**src/wrgs_pkg.sv**
```systemverilog
// weighted rgb gradient step: shared widths, codes and constants
// no dependencies; used by the channel interfaces, the top level and the testbench
`timescale 1ns / 1ps

package wrgs_pkg;

   // payload widths
   localparam int CHAN_W      = 8;
   localparam int INDEX_W     = 8;
   localparam int COLOR_W     = 24;
   localparam int CSR_INDEX_W = 8;
   localparam int CSR_DATA_W  = 24;
   localparam int COUNT_W     = 8;
   localparam int WEIGHT_W    = 16;

   // largest step count that still gives colours
   localparam int MAX_STEPS = 150;

   // default fraction bits of the fixed point datapath
   localparam int FRAC_BITS_DEFAULT = 16;

   // weight thresholds in unsigned q0.16
   localparam logic [WEIGHT_W-1:0] W_EIGHTH  = 16'd8192;
   localparam logic [WEIGHT_W-1:0] W_QUARTER = 16'd16384;

   // register reset values
   localparam logic [COLOR_W-1:0]  START_COLOR_RST = 24'hFF0000;
   localparam logic [COLOR_W-1:0]  END_COLOR_RST   = 24'h00FFFF;
   localparam logic [COUNT_W-1:0]  STEP_COUNT_RST  = 8'd20;
   localparam logic [WEIGHT_W-1:0] WEIGHT_RST      = 16'h8000;

   // result status codes
   typedef enum logic [1:0] {
      STATUS_OK        = 2'd0,
      STATUS_WEIGHT_LO = 2'd1,
      STATUS_BAD_INDEX = 2'd2
   } status_type;

   // configuration register indexes
   typedef enum logic [CSR_INDEX_W-1:0] {
      CSR_START_COLOR = 8'd0,
      CSR_END_COLOR   = 8'd1,
      CSR_STEP_COUNT  = 8'd2,
      CSR_WEIGHT      = 8'd3
   } csr_index_type;

endpackage

```
**src/wrgs_if.sv**
```systemverilog
// weighted rgb gradient step: request, response and register write channels
// depends on wrgs_pkg
`timescale 1ns / 1ps

interface wrgs_req_if;
   import wrgs_pkg::*;

   logic               valid;
   logic               ready;
   logic [INDEX_W-1:0] step_index;

   modport source (output valid, output step_index, input ready);
   modport sink   (input valid, input step_index, output ready);
endinterface

interface wrgs_rsp_if;
   import wrgs_pkg::*;

   logic              valid;
   logic              ready;
   logic [CHAN_W-1:0] red;
   logic [CHAN_W-1:0] green;
   logic [CHAN_W-1:0] blue;
   status_type        status;

   modport source (output valid, output red, output green, output blue, output status,
                   input ready);
   modport sink   (input valid, input red, input green, input blue, input status,
                   output ready);
endinterface

interface wrgs_csr_if;
   import wrgs_pkg::*;

   logic                   valid;
   logic                   ready;
   logic [CSR_INDEX_W-1:0] index;
   logic [CSR_DATA_W-1:0]  data;

   modport source (output valid, output index, output data, input ready);
   modport sink   (input valid, input index, input data, output ready);
endinterface

```
**src/weighted_rgb_gradient_step.sv**
```systemverilog
// weighted rgb gradient step: top level, register file and full datapath pipeline
// depends on wrgs_pkg and the channels in wrgs_if.sv
//
//  channel   direction  beat carries                    handshake
//  req_bus   in         step_index                      valid / ready
//  rsp_bus   out        red, green, blue, status        valid / ready
//  csr_bus   in         index, data (register write)    valid / ready (always ready)
//
// one beat is taken every cycle while the pipeline advances; a beat passes the
// position divider (an entry register, then four quotient bits per stage) and
// six arithmetic stages on its way to rsp valid.
// the whole pipeline advances together whenever the output register is empty
// or being emptied; a stall freezes every stage and req ready drops with it.
// synchronous reset clears the valid bits and loads the register reset values.
`timescale 1ns / 1ps

module weighted_rgb_gradient_step #(
   parameter int FRAC_BITS = wrgs_pkg::FRAC_BITS_DEFAULT
) (
   input  logic           clock,
   input  logic           reset,
   wrgs_req_if.sink       req_bus,
   wrgs_rsp_if.source     rsp_bus,
   wrgs_csr_if.sink       csr_bus
);
   import wrgs_pkg::*;

   localparam int F          = FRAC_BITS;
   localparam int CW         = F + 3;          // signed q2.f coefficients and t
   localparam int PW         = CW + F + 1;     // coefficient times power of x
   localparam int CPW        = CW + 9;         // channel difference times t
   localparam int DIV_STEP   = 4;
   localparam int DIV_STAGES = (F + DIV_STEP - 1) / DIV_STEP;
   localparam int REM_W      = COUNT_W + 1;

   localparam logic [CW-1:0]  ONE_C   = CW'(1) << F;
   localparam logic [CPW-1:0] ROUND_C = (CPW'(1) << F) - CPW'(1);

   // configuration registers
   logic [COLOR_W-1:0]  start_color_ff;
   logic [COLOR_W-1:0]  end_color_ff;
   logic [COUNT_W-1:0]  step_count_ff;
   logic [WEIGHT_W-1:0] weight_ff;

   // values derived from configuration, refreshed every cycle
   logic [F-1:0]        m;
   logic [CW-1:0]       m_ext;
   logic signed [CW-1:0] coef_a_in, coef_b_in;
   logic signed [CW-1:0] coef_a_ff, coef_b_ff;
   logic [REM_W-1:0]    divisor_ff;
   logic                cubic_ff;

   // pipeline control
   logic                adv;
   logic [DIV_STAGES:0] div_v_ff;
   logic                p1_v_ff, p2_v_ff, p3_v_ff, p4_v_ff, p5_v_ff, rsp_v_ff;

   // divider stages, index 0 is the entry register
   logic [REM_W-1:0]    div_r_ff  [DIV_STAGES+1];
   logic [F-1:0]        div_q_ff  [DIV_STAGES+1];
   status_type          div_st_ff [DIV_STAGES+1];
   logic [REM_W-1:0]    div_r_in  [DIV_STAGES+1];
   logic [F-1:0]        div_q_in  [DIV_STAGES+1];
   status_type          entry_st;

   // arithmetic stages
   logic [F-1:0]        x_ff, x2_ff, x2_in, x3;
   logic [F-1:0]        p_ff, q_ff;
   logic signed [PW-1:0] pa_ff, pb_ff;
   logic [PW:0]         t_sum;
   logic signed [CW-1:0] t_ff;
   logic signed [CPW-1:0] prod_ff [3];
   logic signed [CPW-1:0] prod_in [3];
   logic [CHAN_W-1:0]   chan_in [3];
   logic [CHAN_W-1:0]   rsp_chan_ff [3];
   status_type          p1_st_ff, p2_st_ff, p3_st_ff, p4_st_ff, p5_st_ff, rsp_st_ff;

   // register writes
   assign csr_bus.ready = 1'b1;

   always_ff @(posedge clock) begin
      if (reset) begin
         start_color_ff <= START_COLOR_RST;
         end_color_ff   <= END_COLOR_RST;
         step_count_ff  <= STEP_COUNT_RST;
         weight_ff      <= WEIGHT_RST;
      end else if (csr_bus.valid) begin
         unique case (csr_bus.index)
            CSR_START_COLOR: start_color_ff <= csr_bus.data[COLOR_W-1:0];
            CSR_END_COLOR:   end_color_ff   <= csr_bus.data[COLOR_W-1:0];
            CSR_STEP_COUNT:  step_count_ff  <= csr_bus.data[COUNT_W-1:0];
            CSR_WEIGHT:      weight_ff      <= csr_bus.data[WEIGHT_W-1:0];
            default: ;
         endcase
      end
   end

   // weight rescaled to f fraction bits
   if (F >= WEIGHT_W) begin : g_m_up
      assign m = F'(weight_ff) << (F - WEIGHT_W);
   end else begin : g_m_down
      assign m = F'(weight_ff >> (WEIGHT_W - F));
   end

   // easing coefficients: quadratic from a quarter upwards, cubic below
   always_comb begin
      m_ext = CW'(m);
      if (weight_ff >= W_QUARTER) begin
         coef_a_in = (ONE_C << 1) - (m_ext << 2);
         coef_b_in = (m_ext << 2) - ONE_C;
      end else begin
         coef_a_in = (ONE_C << 1) - (m_ext << 3);
         coef_b_in = (m_ext << 3) - ONE_C;
      end
   end

   always_ff @(posedge clock) begin
      coef_a_ff  <= coef_a_in;
      coef_b_ff  <= coef_b_in;
      divisor_ff <= REM_W'(step_count_ff) + REM_W'(1);
      cubic_ff   <= (weight_ff < W_QUARTER);
   end

   // whole pipeline moves when the output register can take a beat
   assign adv           = !rsp_v_ff || rsp_bus.ready;
   assign req_bus.ready = adv;

   // status of an incoming beat, weight check first
   always_comb begin
      if (weight_ff < W_EIGHTH) begin
         entry_st = STATUS_WEIGHT_LO;
      end else if (REM_W'(step_count_ff) > REM_W'(MAX_STEPS) ||
                   req_bus.step_index >= step_count_ff) begin
         entry_st = STATUS_BAD_INDEX;
      end else begin
         entry_st = STATUS_OK;
      end
   end

   // restoring division of (index+1)<<f by n+1, four quotient bits a stage
   always_comb begin
      logic [REM_W-1:0] r;
      logic [REM_W:0]   r2;
      logic [F-1:0]     q;
      div_r_in[0] = REM_W'(req_bus.step_index) + REM_W'(1);
      div_q_in[0] = '0;
      for (int g = 0; g < DIV_STAGES; g++) begin
         r = div_r_ff[g];
         q = div_q_ff[g];
         for (int k = 0; k < DIV_STEP; k++) begin
            if (g * DIV_STEP + k < F) begin
               r2 = {r, 1'b0};
               if (r2 >= {1'b0, divisor_ff}) begin
                  r = REM_W'(r2 - {1'b0, divisor_ff});
                  q = {q[F-2:0], 1'b1};
               end else begin
                  r = r2[REM_W-1:0];
                  q = {q[F-2:0], 1'b0};
               end
            end
         end
         div_r_in[g+1] = r;
         div_q_in[g+1] = q;
      end
   end

   // x squared from the divider output, x cubed from the first arithmetic stage
   always_comb begin
      logic [2*F-1:0] xx;
      logic [2*F-1:0] x3_full;
      xx      = (2*F)'(div_q_ff[DIV_STAGES]) * (2*F)'(div_q_ff[DIV_STAGES]);
      x2_in   = xx[2*F-1:F];
      x3_full = (2*F)'(x2_ff) * (2*F)'(x_ff);
      x3      = x3_full[2*F-1:F];
   end

   // t, floored by taking the upper bits of the signed sum
   assign t_sum = {pa_ff[PW-1], pa_ff} + {pb_ff[PW-1], pb_ff};

   // channel difference times t
   always_comb begin
      logic signed [8:0] d;
      for (int c = 0; c < 3; c++) begin
         d = $signed({1'b0, end_color_ff[c*CHAN_W +: CHAN_W]}) -
             $signed({1'b0, start_color_ff[c*CHAN_W +: CHAN_W]});
         prod_in[c] = CPW'(d) * CPW'(t_ff);
      end
   end

   // delta rounded toward zero, added to the start channel with wrap
   always_comb begin
      logic [CPW-1:0] corr;
      for (int c = 0; c < 3; c++) begin
         corr = prod_ff[c] + (prod_ff[c][CPW-1] ? ROUND_C : '0);
         if (p5_st_ff == STATUS_OK) begin
            chan_in[c] = start_color_ff[c*CHAN_W +: CHAN_W] + corr[F +: CHAN_W];
         end else begin
            chan_in[c] = '0;
         end
      end
   end

   // valid bits
   always_ff @(posedge clock) begin
      if (reset) begin
         div_v_ff <= '0;
         p1_v_ff  <= 1'b0;
         p2_v_ff  <= 1'b0;
         p3_v_ff  <= 1'b0;
         p4_v_ff  <= 1'b0;
         p5_v_ff  <= 1'b0;
         rsp_v_ff <= 1'b0;
      end else if (adv) begin
         div_v_ff <= {div_v_ff[DIV_STAGES-1:0], req_bus.valid};
         p1_v_ff  <= div_v_ff[DIV_STAGES];
         p2_v_ff  <= p1_v_ff;
         p3_v_ff  <= p2_v_ff;
         p4_v_ff  <= p3_v_ff;
         p5_v_ff  <= p4_v_ff;
         rsp_v_ff <= p5_v_ff;
      end
   end

   // payload registers
   always_ff @(posedge clock) begin
      if (adv) begin
         div_r_ff[0]  <= div_r_in[0];
         div_q_ff[0]  <= div_q_in[0];
         div_st_ff[0] <= entry_st;
         for (int g = 1; g <= DIV_STAGES; g++) begin
            div_r_ff[g]  <= div_r_in[g];
            div_q_ff[g]  <= div_q_in[g];
            div_st_ff[g] <= div_st_ff[g-1];
         end
         // x and x squared
         x_ff     <= div_q_ff[DIV_STAGES];
         x2_ff    <= x2_in;
         p1_st_ff <= div_st_ff[DIV_STAGES];
         // powers used by the chosen easing form
         p_ff     <= cubic_ff ? x3 : x2_ff;
         q_ff     <= cubic_ff ? x2_ff : x_ff;
         p2_st_ff <= p1_st_ff;
         // coefficient products
         pa_ff    <= PW'(coef_a_ff) * PW'($signed({1'b0, p_ff}));
         pb_ff    <= PW'(coef_b_ff) * PW'($signed({1'b0, q_ff}));
         p3_st_ff <= p2_st_ff;
         // eased position
         t_ff     <= t_sum[F +: CW];
         p4_st_ff <= p3_st_ff;
         // channel products
         for (int c = 0; c < 3; c++) begin
            prod_ff[c] <= prod_in[c];
         end
         p5_st_ff <= p4_st_ff;
         // output register
         for (int c = 0; c < 3; c++) begin
            rsp_chan_ff[c] <= chan_in[c];
         end
         rsp_st_ff <= p5_st_ff;
      end
   end

   assign rsp_bus.valid  = rsp_v_ff;
   assign rsp_bus.red    = rsp_chan_ff[0];
   assign rsp_bus.green  = rsp_chan_ff[1];
   assign rsp_bus.blue   = rsp_chan_ff[2];
   assign rsp_bus.status = rsp_st_ff;

   // an error beat carries black
   a_error_black: assert property (@(posedge clock) disable iff (reset)
      rsp_v_ff && rsp_st_ff != STATUS_OK |-> rsp_chan_ff[0] == '0 &&
         rsp_chan_ff[1] == '0 && rsp_chan_ff[2] == '0)
      else $error("error beat with non-zero colour");

   // a stall freezes the divider, first stage, fifth stage and output valid bits
   a_stall_holds: assert property (@(posedge clock) disable iff (reset)
      !adv |=> $stable(div_v_ff) && $stable(p1_v_ff) && $stable(p5_v_ff) &&
         $stable(rsp_v_ff))
      else $error("stage valid bits moved during a stall");

   // the partial remainder of a good beat stays below the divisor
   a_rem_bound: assert property (@(posedge clock) disable iff (reset)
      div_v_ff[DIV_STAGES] && div_st_ff[DIV_STAGES] == STATUS_OK |->
         div_r_ff[DIV_STAGES] < divisor_ff)
      else $error("divider remainder out of range");

   // a good beat never leaves with a weight below one eighth
   a_ok_weight: assert property (@(posedge clock) disable iff (reset)
      rsp_v_ff && rsp_st_ff == STATUS_OK |-> weight_ff >= W_EIGHTH)
      else $error("good beat with weight below one eighth");

endmodule

```
**src/flat_wrapper.sv**
```systemverilog
// flat-port wrapper written by rule: the top's interface ports become plain ports
module weighted_rgb_gradient_step_flat import wrgs_pkg::*;
#(
   parameter int FRAC_BITS = wrgs_pkg::FRAC_BITS_DEFAULT
)
  (clock, reset, req_bus_valid, req_bus_step_index, req_bus_ready, rsp_bus_valid, rsp_bus_red, rsp_bus_green, rsp_bus_blue, rsp_bus_status, rsp_bus_ready, csr_bus_valid, csr_bus_index, csr_bus_data, csr_bus_ready);
  wrgs_req_if req_bus_i ();
  wrgs_rsp_if rsp_bus_i ();
  wrgs_csr_if csr_bus_i ();
  input  logic clock;
  input  logic reset;
  input wire logic [$bits(req_bus_i.valid)-1:0] req_bus_valid;
  input wire logic [$bits(req_bus_i.step_index)-1:0] req_bus_step_index;
  output wire logic [$bits(req_bus_i.ready)-1:0] req_bus_ready;
  output wire logic [$bits(rsp_bus_i.valid)-1:0] rsp_bus_valid;
  output wire logic [$bits(rsp_bus_i.red)-1:0] rsp_bus_red;
  output wire logic [$bits(rsp_bus_i.green)-1:0] rsp_bus_green;
  output wire logic [$bits(rsp_bus_i.blue)-1:0] rsp_bus_blue;
  output wire logic [$bits(rsp_bus_i.status)-1:0] rsp_bus_status;
  input wire logic [$bits(rsp_bus_i.ready)-1:0] rsp_bus_ready;
  input wire logic [$bits(csr_bus_i.valid)-1:0] csr_bus_valid;
  input wire logic [$bits(csr_bus_i.index)-1:0] csr_bus_index;
  input wire logic [$bits(csr_bus_i.data)-1:0] csr_bus_data;
  output wire logic [$bits(csr_bus_i.ready)-1:0] csr_bus_ready;
  assign req_bus_i.valid = req_bus_valid;
  assign req_bus_i.step_index = req_bus_step_index;
  assign req_bus_ready = req_bus_i.ready;
  assign rsp_bus_valid = rsp_bus_i.valid;
  assign rsp_bus_red = rsp_bus_i.red;
  assign rsp_bus_green = rsp_bus_i.green;
  assign rsp_bus_blue = rsp_bus_i.blue;
  assign rsp_bus_status = rsp_bus_i.status;
  assign rsp_bus_i.ready = rsp_bus_ready;
  assign csr_bus_i.valid = csr_bus_valid;
  assign csr_bus_i.index = csr_bus_index;
  assign csr_bus_i.data = csr_bus_data;
  assign csr_bus_ready = csr_bus_i.ready;
  weighted_rgb_gradient_step #(.FRAC_BITS(FRAC_BITS)) u_core (.clock(clock), .reset(reset), .req_bus(req_bus_i), .rsp_bus(rsp_bus_i), .csr_bus(csr_bus_i));
endmodule
```
**config.mk**
```make
export PLATFORM = sky130hd
export DESIGN_NAME = weighted_rgb_gradient_step_flat
export DESIGN_NICKNAME = d
export VERILOG_FILES = /design/src/wrgs_pkg.sv /design/src/wrgs_if.sv /design/src/weighted_rgb_gradient_step.sv /design/src/flat_wrapper.sv
export SDC_FILE = /design/constraint.sdc
export NUM_CORES = 2
export LEC_CHECK = 0
export BUFFER_PORTS_ARGS = -buffer_cell sky130_fd_sc_hd__buf_4
export CAP_MARGIN = 25
export CORE_AREA = 2 2 365 367
export CTS_CLUSTER_DIAMETER = 40
export DETAILED_ROUTE_END_ITERATION = 8
export DIE_AREA = 0 0 367 369
export PLACE_DENSITY_LB_ADDON = 0.2
export SYNTH_ARGS = -nofsm -noshare
export SYNTH_HDL_FRONTEND = slang
export SYNTH_SLANG_ARGS = --single-unit
```
**constraint.sdc**
```tcl
create_clock -name clock -period 15.53 [get_ports clock]
set_input_delay 3.106 -clock clock [delete_from_list [all_inputs] [get_ports clock]]
set_output_delay 3.106 -clock clock [all_outputs]
set_load 0.01 [all_outputs]
```
# --- Yosys cells after proc, flatten, opt, wreduce, memory -nomap -nowiden ---
# Memory sizes are Yosys's and may differ from the RTL's. A register that Yosys moved wholly into a read port is not among the register bits.
# Cells that the tools add are included.
totals:
  regBits: 294
  ram_bits: 243
  word_cells: 150
  mem_count: 5
op_classes:
  addsub: 32
  mul: 7
  order_cmp: 21
  n_eq_ne: 3
  n_mux: 46
  n_reduce_logical: 9
memory_table:
  columns: ["name", "words", "word_bits", "rd", "rd_clocked_by_memory_dff", "wr", "line", "rtl"]
  rows:
  - ["u_core.prod_ff", 3, 28, 3, 0, 3, "weighted_rgb_gradient_step.sv:72", "logic signed [CPW-1:0] prod_ff [3];"]
  - ["u_core.div_q_ff", 5, 16, 5, 0, 5, "weighted_rgb_gradient_step.sv:60", "logic [F-1:0] div_q_ff [DIV_STAGES+1];"]
  - ["u_core.div_r_ff", 5, 9, 4, 0, 5, "weighted_rgb_gradient_step.sv:59", "logic [REM_W-1:0] div_r_ff [DIV_STAGES+1];"]
  - ["u_core.rsp_chan_ff", 3, 8, 3, 0, 3, "weighted_rgb_gradient_step.sv:75", "logic [CHAN_W-1:0] rsp_chan_ff [3];"]
  - ["u_core.div_st_ff", 5, 2, 5, 1, 5, "weighted_rgb_gradient_step.sv:61", "status_type div_st_ff [DIV_STAGES+1];"]
op_table:
  columns: ["op", "n"]
  rows:
  - ["10-bit by 9-bit greater-or-equal comparator with 1-bit output", 16]
  - ["9-bit two-way mux", 16]
  - ["9-bit subtractor", 16]
  - ["9-bit by 19-bit multiplier with 28-bit output", 3]
  - ["16-bit two-way mux", 5]
  - ["24-bit adder", 3]
  - ["19-bit by 17-bit multiplier with 35-bit output", 2]
  - ["16-bit by 16-bit multiplier with 32-bit output", 2]
  - ["19-bit two-way mux", 2]
  - ["35-bit adder", 1]
  - ["8-bit by 8-bit subtractor with 9-bit output", 3]
  - ["8-bit adder", 3]
  - ["8-bit two-way mux", 3]
  - ["18-bit by 17-bit subtractor with 19-bit output (second input constant)", 1]
  - ["18-bit by 18-bit subtractor with 19-bit output (first input constant)", 1]
  - ["18-bit by 19-bit subtractor with 19-bit output (first input constant)", 1]
  - ["19-bit by 17-bit subtractor with 19-bit output (second input constant)", 1]
  - ["8-bit by 1-bit adder with 9-bit output (second input constant)", 2]
  - ["1-bit two-way mux", 18]
  - ["8-bit by 2-bit == test with 1-bit output (second input constant)", 2]
  - ["16-bit by 15-bit greater-or-equal comparator with 1-bit output (second input constant)", 1]
  - ["16-bit by 14-bit < comparator with 1-bit output (second input constant)", 1]
  - ["16-bit by 15-bit < comparator with 1-bit output (second input constant)", 1]
  - ["8-bit by 1-bit == test with 1-bit output (second input constant)", 1]
  - ["other kinds (8)", 13]

# --- Logic depth before layout (Yosys ltp) ---
# An unclocked memory read counts as a cell.
logic_depth:
  ltp_word: 9
  ltp_mapped: 48
  ltp_nobuf: 42

# --- Worst setup path after synthesis ---
# OpenSTA, ideal clock, no wires.
synth_timing:
  path_type: "input-to-output"
  start: "input rsp_bus_ready"
  end: "output req_bus_ready"
  arrival_time_ns: 12.841
  required_time_ns: 12.424
  slack_ns: -0.417
  path_stages: 3
  n_path_buf: 1
  path_cell_list: "nor2b_1 -> inv_1 -> clkbuf_1"
synth_via:
  elab_chain_len: 1
synth_rtl:
  columns: ["item", "line", "rtl"]
  rows:
  - ["start, declared", "flat_wrapper.sv:20", "input wire logic [$bits(rsp_bus_i.ready)-1:0] rsp_bus_ready;"]
  - ["1-bit logical OR", "weighted_rgb_gradient_step.sv:125", "assign adv = !rsp_v_ff || rsp_bus.ready;"]
  - ["end, declared", "flat_wrapper.sv:14", "output wire logic [$bits(req_bus_i.ready)-1:0] req_bus_ready;"]
# No other way between the ends.

==> summary.md <==
| Metric | Value |
|---|---|
| Max transition margin | 0.3026 |
| Count leader, synth | inv_1 |
| Worst slew pin tran | 1.046 ns |
| Ys Warns | 0 |
| WHS Path Cells | 0 |
| Ranking of synthesized cells by area | fa_1 34%, edfxtp_1 13%, ha_1 13%, inv_1 7.9%, nand2_1 4.9% |
| Critical R2R Launch | u_core.divisor_ff[0] |
| Wire per inst | 18.08 µm |
| GRT Util Overall | 0.2807 |
| Row cnt | 133 |
| Clock skew | 0.03330 ns |
| Worst setup path category | register to register |
| RSZ-0062 raised after global routing | no |
| Seq/Total Area, Yosys | 0.1645 |
| Cells on worst reg2reg path | 41 |
| Post-synth EDFFs | 346 |
| Die height | 369 µm |
| Asr flop ratio synth | 0 |
| Met2 Use GR | 0.4741 |
| Yosys reg bits | 472 |
| First-pass GRT wire length | 304800 µm |
| CP endpoint kind | register |
| DP HPWL | 142500 µm |
| Count of final hold-check violations | 0 |
| Die area | 135400 µm² |
| Cell taking the most area after synthesis | fa_1 |
| Grt ovf | 0 |
| Clock Path Buffers | 3 |
| Final setup vio count | 0 |
| Core area | 131100 µm² |
| H-Tree Level Count | 3 |
| Max stage delay on crit path | 0.52 ns |
| Primary FF master, synth | edfxtp_1 |
| Largest net degree at the start of global routing | 84 |
| Min cycle time layout | 10.78 ns |
| CP arrival | 11.17 ns |
| WP data required | 15.92 ns |
| Antenna violations before repair | 1 |
| Num CTS Buffers | 88 |
| Cells after Synth | 8244 |
| GPL Wtd Cong | 0.8713 |
| CP startpoint | u_core.divisor_ff[0] |
| Via count | 55660 |
| Hold crit path type | register to register |
| Port Buf Inserts | 72 |
| Cell Area, Synth | 78510 µm² |
| Most frequent CP cell | inv_1 |
| Cts hold-fix bufs | 0 |
| Busiest grt layer | met2 |
| Outcome | finished clean |
| Distinct cell type count after synthesis | 95 |
| Die Width | 367 µm |
| Max-Cap Viols | 0 |
| Inst Count DP | 9871 |
| FF-to-FF End | u_core.div_r_ff[0][21] |
| Global routing met3 resource utilization | 0.03932 |
| Met1 Resource Use GR | 0.3725 |
| CTS tree | yes |
| Clock root buffer master | clkbuf_16 |
| # IOs | 74 |
| Antenna-violating nets left | 0 |
| CP Launch Type | register |
| CTS resizes | 0 |
| Fin cells | 10040 |
| Synth-to-layout area growth | 6.890% |
| Average size of a mapped cell | 9.523 µm² |
| DRC viols | 0 |
| Period utilization | 0.6942 |
| Synthesized net count | 10430 |
| CTS Sinks | 472 |
| Top cell type's share of synthesized area | 0.3402 |
| DR iter-0 viols | 3456 |
| Via-per-instance ratio | 5.543 |
| Layout cells sized above 1 | 0.05455 |
| Worst-path maximum fanout | 35 |
| WL final | 181500 µm |
| Final TNS setup | 0 ns |
| Layout Nets | 10400 |
| Final core occ | 0.6400 |
| Postcts setup bufs | 0 |
| Clock Latency Late Sink | 0.69 ns |
| Iteration count of the initial detailed-routing pass | 5 |
| Hold Path Sink | u_core.div_st_ff[1][0] |
| Peak Freq | 92.76 MHz |
| Worst-path clk slew | 0.06 ns |
| Slowest cell on crit path | mux2i_2 |
| Final Max Slew Viols | 0 |
| Starting Density | 0.5987 |
| Worst R2R Setup Slack | 4.75 ns |
| Hold Startpoint | u_core.div_st_ff[0][0] |
| Post-synth top cells | 1649 x inv_1, 1334 x fa_1, 1022 x nand2_1 |
| Vias in the first global route | 59980 |
[through the flow]
stage	setup WS [ns]	hold WS [ns]	area [µm²]
after floorplan	4.777	0.4003	78510
after global placement	4.914	0.4022	80830
after detailed placement	4.818	0.4045	80850
after CTS	4.778	0.4030	83870
after global routing	3.720	0.4061	83920
final	4.749	0.4094	83920
[worst max path at each step]
stage	end	slack (ns)	cells after the start
after global routing	u_core.div_r_ff[0][21]	3.72	41
after CTS	u_core.div_r_ff[0][21]	4.78	41
final	u_core.div_r_ff[0][21]	4.75	41
after detailed placement	u_core.div_r_ff[0][21]	4.82	41
after floorplan	req_bus_ready	4.78	3
after global placement	u_core.div_r_ff[0][21]	4.91	41
[worst max-delay path: cells and delay by family (launching register included)]
| kind | cells | cell delay (ns) |
|---|---|---|
| AOI/OAI and AO/OA | 20 | 5.21 |
| adders and majority gates | 4 | 1.16 |
| buffers and inverters | 8 | 1.76 |
| DFF | 1 | 0.30 |
| muxes | 3 | 1.11 |
| and+or+nand+nor | 6 | 0.90 |
[layout make-up]
type | instances | area (µm²)
Multi-Input combinational cell | 5834 | 58340
Clock inverter | 62 | 649.4
Fill cell | 10790 | 47210
Clock buffer | 103 | 2374
Inverter | 1652 | 6208
Antenna cell | 1 | 2.502
Sequential cell | 472 | 12910
Tap cell | 1755 | 2196
Timing Repair Buffer | 163 | 1239
[sequential cells by signal (all words and copies together), names as in the netlist, 16 cells and up]
| signal | count |
|---|---|
| u_core.coef_a_ff | 17 |
| u_core.coef_b_ff | 16 |
| u_core.div_q_ff | 40 |
| u_core.div_r_ff | 36 |
| u_core.end_color_ff | 24 |
| u_core.m | 16 |
| u_core.p_ff | 16 |
| u_core.pa_ff | 33 |
| u_core.pb_ff | 33 |
| u_core.prod_ff | 75 |
| u_core.q_ff | 16 |
| u_core.rsp_chan_ff | 24 |
| u_core.start_color_ff | 24 |
| u_core.t_ff | 19 |
| u_core.x2_ff | 16 |
| u_core.x_ff | 16 |
[cells in the final DEF (no fill, tap or decap), drive strengths merged, types with 138 or more instances in the layout]
cell / count
inv: 1684
fa: 1334
nand2: 1022
ha: 809
and2: 584
edfxtp: 346
nor2: 282
a21oi: 269
xnor2: 251
buf: 163
o21ai: 152
nand2b: 139
a21o: 138
[metal layers]
metal  wire length, µm  up-vias
met5                 0        -
met4              5858        0
met3             11150      320
met2             87410     1540
met1             77130    28120
li1                  -    25690
[cell families (layout without fill, tap and decap cells)]
group                      Yosys count  in the layout  share of synthesized area
and+or+nand+nor                   2345           2345                     0.1447
adders and majority gates         2143           2143                     0.4691
buffers and inverters             1938           1980                    0.09291
AOI/OAI and AO/OA                  878            878                    0.07325
DFF                                472            472                     0.1645
xor gates and xnor gates           357            357                    0.03983
muxes                              110            110                    0.01571
other                                1              2                 0.00004777
Power is not shown: default switching activity piles up to over one toggle a cycle in this logic, so the estimate is an artifact.
